--- src/hdl/lfps_pkg.sv ---
`timescale 1ns / 1ps

package lfps_pkg;

	// Fixed-point setup
	localparam int FRAC_BITS_DEF = 8;
	localparam int GAIN_FRAC     = 8;
	localparam int GAIN_W        = 16;
	localparam int SPEED_W       = 8;
	localparam int COUNT_W       = 8;
	localparam int COUNT_MAX     = 255;

	// Steering limits
	localparam int SPEED_MIN   = 50;
	localparam int SPEED_MAX   = 200;
	localparam int PASS_SPEED  = 180;
	localparam int INTEG_LIMIT = 100;

	// Configuration port
	localparam int CFG_IDX_W  = 3;
	localparam int CFG_DATA_W = 16;

	localparam logic [CFG_IDX_W-1:0] REG_PROP_GAIN   = 3'd0;
	localparam logic [CFG_IDX_W-1:0] REG_INTEG_GAIN  = 3'd1;
	localparam logic [CFG_IDX_W-1:0] REG_DERIV_GAIN  = 3'd2;
	localparam logic [CFG_IDX_W-1:0] REG_BASE_SPEED  = 3'd3;
	localparam logic [CFG_IDX_W-1:0] REG_TARGET_CROSS = 3'd4;

	localparam logic [GAIN_W-1:0]  PROP_GAIN_RST   = 16'd2048;
	localparam logic [GAIN_W-1:0]  INTEG_GAIN_RST  = 16'd0;
	localparam logic [GAIN_W-1:0]  DERIV_GAIN_RST  = 16'd1024;
	localparam logic [SPEED_W-1:0] BASE_SPEED_RST  = 8'd125;
	localparam logic [COUNT_W-1:0] TARGET_CROSS_RST = 8'd1;

	// Result kinds
	typedef enum logic [1:0] {
		ACT_DRIVE = 2'd0,
		ACT_STOP  = 2'd1,
		ACT_PASS  = 2'd2
	} action_t;

	typedef struct packed {
		logic                  en;
		logic [CFG_IDX_W-1:0]  idx;
		logic [CFG_DATA_W-1:0] data;
	} cfg_wr_t;

	// Controller to datapath
	typedef struct packed {
		logic load_in;
		logic eval;
		logic mul_p;
		logic mul_i;
		logic mul_d;
		logic sum;
		logic speed;
		logic load_out;
	} cmd_t;

	// Datapath to controller
	typedef struct packed {
		logic cross_evt;
	} sts_t;

endpackage

--- src/hdl/lfps_ctrl.sv ---
`timescale 1ns / 1ps

module lfps_ctrl
	import lfps_pkg::*;
(
	input  logic clk,
	input  logic arst_n,
	input  logic s_tvalid,
	output logic s_tready,
	output logic m_tvalid,
	input  logic m_tready,
	input  sts_t sts,
	output cmd_t cmd
);

	typedef enum logic [7:0] {
		ST_IDLE  = 8'b0000_0001,
		ST_EVAL  = 8'b0000_0010,
		ST_MUL_P = 8'b0000_0100,
		ST_MUL_I = 8'b0000_1000,
		ST_MUL_D = 8'b0001_0000,
		ST_SUM   = 8'b0010_0000,
		ST_SPEED = 8'b0100_0000,
		ST_DONE  = 8'b1000_0000
	} state_t;

	state_t state_q, state_nxt;
	logic   m_valid_q;
	logic   out_free;

	assign out_free = !m_valid_q || m_tready;
	assign s_tready = (state_q == ST_IDLE);
	assign m_tvalid = m_valid_q;

	// Decode commands from the current state
	always_comb begin
		cmd          = '0;
		cmd.load_in  = (state_q == ST_IDLE) && s_tvalid;
		cmd.eval     = (state_q == ST_EVAL);
		cmd.mul_p    = (state_q == ST_MUL_P);
		cmd.mul_i    = (state_q == ST_MUL_I);
		cmd.mul_d    = (state_q == ST_MUL_D);
		cmd.sum      = (state_q == ST_SUM);
		cmd.speed    = (state_q == ST_SPEED);
		cmd.load_out = (state_q == ST_DONE) && out_free;
	end

	// Advance through the evaluation sequence
	always_comb begin
		state_nxt = state_q;
		unique case (state_q)
			ST_IDLE: begin
				if (s_tvalid) state_nxt = ST_EVAL;
			end
			ST_EVAL: begin
				state_nxt = sts.cross_evt ? ST_DONE : ST_MUL_P;
			end
			ST_MUL_P: state_nxt = ST_MUL_I;
			ST_MUL_I: state_nxt = ST_MUL_D;
			ST_MUL_D: state_nxt = ST_SUM;
			ST_SUM:   state_nxt = ST_SPEED;
			ST_SPEED: state_nxt = ST_DONE;
			ST_DONE: begin
				if (out_free) state_nxt = ST_IDLE;
			end
			default: state_nxt = ST_IDLE;
		endcase
	end

	always_ff @(posedge clk or negedge arst_n) begin
		if (!arst_n) begin
			state_q   <= ST_IDLE;
			m_valid_q <= 1'b0;
		end else begin
			state_q <= state_nxt;
			// Hold the word until taken
			if (cmd.load_out) m_valid_q <= 1'b1;
			else if (m_tready) m_valid_q <= 1'b0;
		end
	end

endmodule

--- src/hdl/lfps_dp.sv ---
`timescale 1ns / 1ps

module lfps_dp
	import lfps_pkg::*;
#(
	parameter int FRAC_BITS = FRAC_BITS_DEF
) (
	input  logic               clk,
	input  logic               arst_n,
	input  cfg_wr_t            cfg,
	input  logic [3:0]         sens,
	input  cmd_t               cmd,
	output sts_t               sts,
	output action_t            out_action,
	output logic [SPEED_W-1:0] out_left,
	output logic [SPEED_W-1:0] out_right,
	output logic [COUNT_W-1:0] out_count
);

	localparam int E_W = FRAC_BITS + 3;           // error
	localparam int Q_W = FRAC_BITS + 2;           // error magnitude
	localparam int I_W = FRAC_BITS + 8;           // integral, multiplier operand
	localparam int D_W = FRAC_BITS + 4;           // error difference
	localparam int P_W = FRAC_BITS + 25;          // product
	localparam int A_W = FRAC_BITS + 27;          // correction sum
	localparam int SH  = GAIN_FRAC + FRAC_BITS;   // speed scale

	localparam logic [Q_W-1:0] ERR_ONE   = Q_W'(1 << FRAC_BITS);
	localparam logic [Q_W-1:0] ERR_THIRD = Q_W'(((1 << (FRAC_BITS + 1)) + 3) / 6);

	localparam logic signed [I_W:0] INT_HI = (I_W+1)'(INTEG_LIMIT * (1 << FRAC_BITS));
	localparam logic signed [I_W:0] INT_LO = -INT_HI;

	localparam logic signed [A_W-1:0] V_LO = A_W'(SPEED_MIN) <<< SH;
	localparam logic signed [A_W-1:0] V_HI = A_W'(SPEED_MAX) <<< SH;

	// Configuration registers
	logic [GAIN_W-1:0]  prop_gain_q, integ_gain_q, deriv_gain_q;
	logic [SPEED_W-1:0] base_speed_q;
	logic [COUNT_W-1:0] target_q;

	// Loop state
	logic signed [I_W-1:0] integ_q;
	logic signed [E_W-1:0] prev_err_q;
	logic                  on_cross_q;
	logic [COUNT_W-1:0]    count_q;

	// Work registers
	logic [3:0]            sens_q;
	logic signed [E_W-1:0] err_q;
	logic signed [D_W-1:0] diff_q;
	logic signed [P_W-1:0] prod_q;
	logic signed [A_W-1:0] acc_q;
	action_t               res_action_q;
	logic [SPEED_W-1:0]    res_left_q, res_right_q;
	logic [COUNT_W-1:0]    res_count_q;
	action_t               out_action_q;
	logic [SPEED_W-1:0]    out_left_q, out_right_q;
	logic [COUNT_W-1:0]    out_count_q;

	// Sample classification
	logic [2:0]            n_act;
	logic                  cross_hit;
	logic                  cross_evt;
	logic [2:0]            w_pos, w_neg, mag;
	logic                  neg;
	logic [Q_W-1:0]        q;
	logic signed [E_W-1:0] q_s, err_new;
	logic signed [I_W:0]   integ_sum;
	logic signed [I_W-1:0] integ_nxt;
	logic [COUNT_W-1:0]    count_nxt;
	logic                  stop;

	// Multiplier and speeds
	logic [GAIN_W-1:0]     mul_a;
	logic signed [I_W-1:0] mul_b;
	logic signed [P_W-1:0] mul_y;
	logic signed [A_W-1:0] base_ext, v_left, v_right;

	function automatic logic [SPEED_W-1:0] clamp_speed(input logic signed [A_W-1:0] v);
		logic [SPEED_W-1:0] r;
		if (v < V_LO) r = SPEED_W'(SPEED_MIN);
		else if (v > V_HI) r = SPEED_W'(SPEED_MAX);
		else r = v[SH +: SPEED_W];
		return r;
	endfunction

	// Count active sensors and weigh the line position
	always_comb begin
		n_act = {2'b0, sens_q[0]} + {2'b0, sens_q[1]} + {2'b0, sens_q[2]} + {2'b0, sens_q[3]};
		cross_hit = n_act > 3'd2;
		cross_evt = cross_hit && !on_cross_q;
		w_pos = (sens_q[3] ? 3'd3 : 3'd0) + (sens_q[2] ? 3'd1 : 3'd0);
		w_neg = (sens_q[0] ? 3'd3 : 3'd0) + (sens_q[1] ? 3'd1 : 3'd0);
		neg = w_neg > w_pos;
		mag = neg ? (w_neg - w_pos) : (w_pos - w_neg);
		// Round the weighted sum over the active count to nearest
		unique case (n_act)
			3'd1: q = Q_W'(mag) << FRAC_BITS;
			3'd2: q = Q_W'(mag) << (FRAC_BITS - 1);
			3'd3: q = (mag == 3'd1) ? ERR_THIRD : ERR_ONE;
			default: q = '0;
		endcase
		q_s = $signed({1'b0, q});
		if (n_act == 3'd0) err_new = prev_err_q;
		else err_new = neg ? -q_s : q_s;
		// Accumulate and clamp the integral
		integ_sum = (I_W+1)'(integ_q) + (I_W+1)'(err_new);
		if (integ_sum > INT_HI) integ_nxt = I_W'(INT_HI);
		else if (integ_sum < INT_LO) integ_nxt = I_W'(INT_LO);
		else integ_nxt = I_W'(integ_sum);
		count_nxt = (count_q == COUNT_W'(COUNT_MAX)) ? count_q : count_q + 1'b1;
		stop = count_nxt >= target_q;
	end

	assign sts.cross_evt = cross_evt;

	// Shared multiplier: gain times signed operand
	always_comb begin
		priority if (cmd.mul_p) begin
			mul_a = prop_gain_q;
			mul_b = I_W'(err_q);
		end else if (cmd.mul_i) begin
			mul_a = integ_gain_q;
			mul_b = integ_q;
		end else begin
			mul_a = deriv_gain_q;
			mul_b = I_W'(diff_q);
		end
	end

	assign mul_y = $signed({1'b0, mul_a}) * mul_b;

	assign base_ext = $signed({{(A_W - SPEED_W - SH){1'b0}}, base_speed_q, {SH{1'b0}}});
	assign v_left   = base_ext + acc_q;
	assign v_right  = base_ext - acc_q;

	// Configuration writes
	always_ff @(posedge clk or negedge arst_n) begin
		if (!arst_n) begin
			prop_gain_q  <= PROP_GAIN_RST;
			integ_gain_q <= INTEG_GAIN_RST;
			deriv_gain_q <= DERIV_GAIN_RST;
			base_speed_q <= BASE_SPEED_RST;
			target_q     <= TARGET_CROSS_RST;
		end else if (cfg.en) begin
			unique case (cfg.idx)
				REG_PROP_GAIN:    prop_gain_q  <= cfg.data;
				REG_INTEG_GAIN:   integ_gain_q <= cfg.data;
				REG_DERIV_GAIN:   deriv_gain_q <= cfg.data;
				REG_BASE_SPEED:   base_speed_q <= cfg.data[SPEED_W-1:0];
				REG_TARGET_CROSS: target_q     <= cfg.data[COUNT_W-1:0];
				default: ;
			endcase
		end
	end

	// Loop state update at evaluation
	always_ff @(posedge clk or negedge arst_n) begin
		if (!arst_n) begin
			integ_q    <= '0;
			prev_err_q <= '0;
			on_cross_q <= 1'b0;
			count_q    <= '0;
		end else if (cmd.eval) begin
			if (cross_evt) begin
				on_cross_q <= 1'b1;
				count_q    <= count_nxt;
				// Pass clears the loop, stop leaves it
				if (!stop) begin
					integ_q    <= '0;
					prev_err_q <= '0;
				end
			end else begin
				if (!cross_hit) on_cross_q <= 1'b0;
				integ_q    <= integ_nxt;
				prev_err_q <= err_new;
			end
		end
	end

	// Work and result registers
	always_ff @(posedge clk) begin
		if (cmd.load_in) sens_q <= sens;
		if (cmd.eval) begin
			err_q  <= err_new;
			diff_q <= D_W'(err_new) - D_W'(prev_err_q);
			if (cross_evt) begin
				res_count_q <= count_nxt;
				if (stop) begin
					res_action_q <= ACT_STOP;
					res_left_q   <= '0;
					res_right_q  <= '0;
				end else begin
					res_action_q <= ACT_PASS;
					res_left_q   <= SPEED_W'(PASS_SPEED);
					res_right_q  <= SPEED_W'(PASS_SPEED);
				end
			end else begin
				res_count_q  <= count_q;
				res_action_q <= ACT_DRIVE;
			end
		end
		if (cmd.mul_p || cmd.mul_i || cmd.mul_d) prod_q <= mul_y;
		if (cmd.mul_i) acc_q <= A_W'(prod_q);
		if (cmd.mul_d || cmd.sum) acc_q <= acc_q + A_W'(prod_q);
		if (cmd.speed) begin
			res_left_q  <= clamp_speed(v_left);
			res_right_q <= clamp_speed(v_right);
		end
		if (cmd.load_out) begin
			out_action_q <= res_action_q;
			out_left_q   <= res_left_q;
			out_right_q  <= res_right_q;
			out_count_q  <= res_count_q;
		end
	end

	assign out_action = out_action_q;
	assign out_left   = out_left_q;
	assign out_right  = out_right_q;
	assign out_count  = out_count_q;

endmodule

--- src/hdl/line_follower_pid_steering.sv ---
`timescale 1ns / 1ps
// Channel  Signals                               Word
// -------  ------------------------------------  ----------------------------------------
// s_       s_tvalid s_tready s_tdata[7:0]         four sensor bits, outer left at bit 0
// m_       m_tvalid m_tready m_tdata[23:0] tuser  speeds and crossing count, action in tuser
// cfg_     cfg_valid cfg_ready cfg_index cfg_data register write, always ready
//
// A drive word runs from accept to the next accept through one evaluation step,
// three passes through the single shared multiplier, one sum, one speed clamp, one
// output load. A crossing answer goes from evaluation straight to the output load.
// arst_n clears the loop state, crossing count and handshake flags; registers take defaults.
// A stalled output word holds while a new sample is accepted; the next result waits for it.

module line_follower_pid_steering
	import lfps_pkg::*;
#(
	parameter int FRAC_BITS = FRAC_BITS_DEF
) (
	input  logic                  clk,
	input  logic                  arst_n,
	input  logic                  s_tvalid,
	output logic                  s_tready,
	input  logic [7:0]            s_tdata,    // outer_left_seen, inner_left_seen,
	                                          // inner_right_seen, outer_right_seen, pad
	output logic                  m_tvalid,
	input  logic                  m_tready,
	output logic [23:0]           m_tdata,    // left motor speed, right motor speed,
	                                          // crossings_seen
	output logic [1:0]            m_tuser,    // action
	input  logic                  cfg_valid,
	output logic                  cfg_ready,
	input  logic [CFG_IDX_W-1:0]  cfg_index,
	input  logic [CFG_DATA_W-1:0] cfg_data
);

	cfg_wr_t            cfg;
	cmd_t               cmd;
	sts_t               sts;
	action_t            out_action;
	logic [SPEED_W-1:0] out_left, out_right;
	logic [COUNT_W-1:0] out_count;

	assign cfg_ready = 1'b1;
	assign cfg.en    = cfg_valid;
	assign cfg.idx   = cfg_index;
	assign cfg.data  = cfg_data;

	lfps_ctrl u_ctrl (
		.clk      (clk),
		.arst_n   (arst_n),
		.s_tvalid (s_tvalid),
		.s_tready (s_tready),
		.m_tvalid (m_tvalid),
		.m_tready (m_tready),
		.sts      (sts),
		.cmd      (cmd)
	);

	lfps_dp #(
		.FRAC_BITS (FRAC_BITS)
	) u_dp (
		.clk        (clk),
		.arst_n     (arst_n),
		.cfg        (cfg),
		.sens       (s_tdata[3:0]),
		.cmd        (cmd),
		.sts        (sts),
		.out_action (out_action),
		.out_left   (out_left),
		.out_right  (out_right),
		.out_count  (out_count)
	);

	assign m_tdata = {out_count, out_right, out_left};
	assign m_tuser = out_action;

endmodule

--- config.mk ---
export PLATFORM = sky130hd
export DESIGN_NAME = line_follower_pid_steering
export DESIGN_NICKNAME = d
export VERILOG_FILES = /design/src/hdl/lfps_pkg.sv /design/src/hdl/lfps_ctrl.sv /design/src/hdl/lfps_dp.sv /design/src/hdl/line_follower_pid_steering.sv
export SDC_FILE = /design/constraint.sdc
export NUM_CORES = 1
export LEC_CHECK = 0
export ABC_AREA = 1
export BUFFER_PORTS_ARGS = -buffer_cell sky130_fd_sc_hd__buf_2
export CAP_MARGIN = 10
export CORE_ASPECT_RATIO = 0.7
export CORE_MARGIN = 3
export CORE_UTILIZATION = 56
export DETAILED_ROUTE_END_ITERATION = 7
export PLACE_DENSITY = 0.8
export SLEW_MARGIN = 15
export SYNTH_ARGS = -nofsm -noshare
export SYNTH_HDL_FRONTEND = slang
export SYNTH_SLANG_ARGS = --single-unit
--- constraint.sdc ---
create_clock -name clk -period 7.64 [get_ports clk]
set_input_delay 1.146 -clock clk [delete_from_list [all_inputs] [get_ports clk]]
set_output_delay 1.146 -clock clk [all_outputs]
set_load 0.01 [all_outputs]
==> impl_metrics.tcl <==
set metrics [dict create \
    detail_route.iter0.violations 1992 \
    startpoint "u_ctrl.state_q[0]" \
    insertion_delay_ns 0.57 \
    area_growth_pct 9.69 \
    die_w_um 259 \
    first_pass_iters 7 \
    synth_cell_types 50 \
    postLayoutCoreUtil_pct 62.6 \
    via_count 21300 \
    timing.final.crit_share_pct 95.4 \
    placed_area_um2 26600 \
    core_area_um2 44000 \
    numCtsBuffers 28 \
    drc 0 \
    root_buffer "clkbuf_16" \
    cp_top_family "adder cells" \
    period_minus_slack_ns 7.29 \
    io_buffers 55 \
    setup_tns_ns 0 \
    cts_hold_buffers 0 \
    worst_pin_slew_ns 1.17 \
    cp_num_buf_inv 9 \
    crit_fanout 27 \
    postSynthAreaPerCell_um2 7.87 \
    worstHoldStart "u_dp.res_right_q[6]" \
    crit_path_end "u_dp.prod_q[31]" \
    grt_antenna_before_repair 1 \
    maxCapViolations 0 \
    globalplace.congestion 1.01 \
    synth_xor_area_share_pct 2.55 \
    rrSetupSlack_ns 0.35 \
    max_freq_ghz 0.137 \
    finClkSkew_ns 0.0150 \
    initial_utilization_pct 57.1 \
    cts.clk_slew.worst_paths_ns 0.06 \
    cts.path.max_buffers 3 \
    netlist_instances 3187 \
    synth_edf_count 147 \
    wl_per_cell_um 17.4 \
    ant_nets 0 \
    hold_viol_final 0 \
    slew_headroom_pct 21.6 \
    ys_warn_count 0 \
    rr_startpoint "u_ctrl.state_q[0]" \
    gr-total-overflow 0 \
    cpPeakStageDelay_ns 0.56 \
    design.die.area_um2 47400 \
    clock-sinks 256 \
    stdcell_area_um2 27500 \
    ff2ff_path_depth 31 \
    wirelength_um 68200 \
    ios 61 \
    grt_usage_pct 29.3 \
    die_h_um 183 \
    synth_compound_area_share_pct 9.13 \
    ys_ff_latch 256 \
    hold_class "flop to flop" \
    endpoint_kind "flop" \
    async_flop_share_pct 42.6 \
    synthMuxAreaShare_pct 0 \
    grt_pass1_wl_um 109000 \
    start_kind "flop" \
    synth.yosys.seq_area_share_pct 28.5 \
    outcome "completed" \
    fin_nets 3757 \
    reg2reg_to "u_dp.prod_q[31]" \
    synth_fa_ha_area_share_pct 27.1 \
    synth_top_family_by_area "adder cells" \
    grt_pass1_vias 20500 \
    tritoncts "done" \
    setup_viol 0 \
    diodes 0 \
    rows 64 \
    htreeDepth 1 \
    synth_flop_cell "edfxtp_1" \
    required_ns 7.95 \
    vias_per_cell 5.45 \
    rsz0062_at_grt "no" \
    slew_violations 0 \
    slowest_stage "dfstp_2" \
    detailed_place_hpwl_um 55500 \
    whs_ns 0.417 \
    synth-simple-area-share_pct 22.8 \
    syn_area_um2 25100 \
    critical_path_class "flop to flop" \
    drive_gt1_share_pct 9.60 \
    cp.arrival_ns 7.60 \
    grt_max_degree 74 \
    path_depth 31 \
]
synthesized netlist by cell type, types with 11 or more instances:
master | count | area share, %
nand2_1 | 789 | 12
inv_1 | 562 | 8.4
nor2_1 | 319 | 4.8
ha_1 | 222 | 11
fa_1 | 201 | 16
o21ai_0 | 175 | 3.5
nand3_1 | 149 | 3.0
edfxtp_1 | 147 | 18
a21oi_1 | 129 | 2.6
dfrtp_1 | 99 | 9.9
xor2_1 | 53 | 1.8
nand4_1 | 31 | 0.77
buf_2 | 25 | 0.50
inv_2 | 25 | 0.37
clkbuf_1 | 23 | 0.34
nand2_2 | 21 | 0.52
xnor2_1 | 20 | 0.70
o21ai_1 | 19 | 0.38
o21ai_2 | 16 | 0.56
nor3_1 | 15 | 0.30
or2_2 | 15 | 0.37
nor2_2 | 11 | 0.27
layout make-up:
type                            instances  area, µm²
Fill cell                            3786      16400
Timing Repair Buffer                  139        987
Tap cell                              594        743
Inverter                              587       2210
Sequential cell                       256       7150
Clock inverter                         21        184
Multi-Input combinational cell       2290      15500
Clock buffer                           31        733
flip-flops by register name, summed over array words and instances (netlist names), 11 cells and up:
register           count
u_dp.prev_err_q       11
u_dp.prop_gain_q      16
u_dp.deriv_gain_q     16
u_dp.acc_q            35
u_dp.err_q            11
u_dp.integ_gain_q     16
u_dp.prod_q           33
u_dp.diff_q           12
u_dp.integ_q          16
layout by cell type (no fill, tap or decap), drive strengths merged, types with 5 or more instances in the layout:
master,Yosys,routed
a21o,7,7
a21oi,138,138
a31oi,10,10
buf,33,139
clkbuf,23,31
clkinv,0,12
clkinvlp,0,6
dfrtp,99,99
dfstp,10,10
edfxtp,147,147
fa,201,201
ha,222,222
inv,587,588
nand2,811,811
nand3,152,152
nand3b,9,9
nand4,31,31
nor2,333,333
nor3,15,15
nor4,9,9
o211ai,8,8
o21a,6,6
o21ai,211,211
o21bai,10,10
o22ai,5,5
or2,17,17
xnor2,20,20
xor2,53,53
kinds of logic (layout without fill, tap and decap cells):
group | Yosys count | after routing
AOI/OAI and AO/OA | 409 | 409
xor gates and xnor gates | 73 | 73
adders and majority gates | 423 | 423
buffers and inverters | 643 | 778
DFF | 256 | 256
other | 1 | 3
and+or+nand+nor | 1382 | 1382
worst min-delay path by stage:
| stage | endpoint | slack (ns) | cells after the start |
|---|---|---|---|
| 3_5_place_dp | u_dp.out_left[0] | 0.40 | 0 |
| 5_1_grt | u_dp.out_left[1] | 0.43 | 0 |
| 6_report | u_dp.out_right[6] | 0.42 | 0 |
| 4_1_cts | u_dp.out_action[0] | 0.42 | 0 |
| 3_3_place_gp | u_dp.out_count[0] | 0.40 | 0 |
| 2_1_floorplan | u_dp.out_action[0] | 0.40 | 0 |
layer usage:
metal	routed length [µm]	vias to the layer above	global-route usage, %
met5	13	-	0
met1	30600	10000	42.9
met4	1630	2	6.53
met2	27000	899	41.5
li1	-	10300	-
met3	8880	107	11.1
stage by stage:
step           std cells  setup WS [ns]
6_report            3918          0.351
5_1_grt             3918        0.00162
4_1_cts             3916          0.112
3_5_place_dp        3864          0.201
3_3_place_gp        3864          0.269
2_1_floorplan       3189          0.777
repair_timing:
| action | CTS | global route |
|---|---|---|
| gates resized for setup | 1 | 17 |
| pin swaps | 0 | 1 |
| endpoints found under the setup margin | 1 | 11 |
| setup buffers | 0 | 2 |
Power is not shown: default switching activity piles up to over one toggle a cycle in this logic, so the estimate is an artifact.
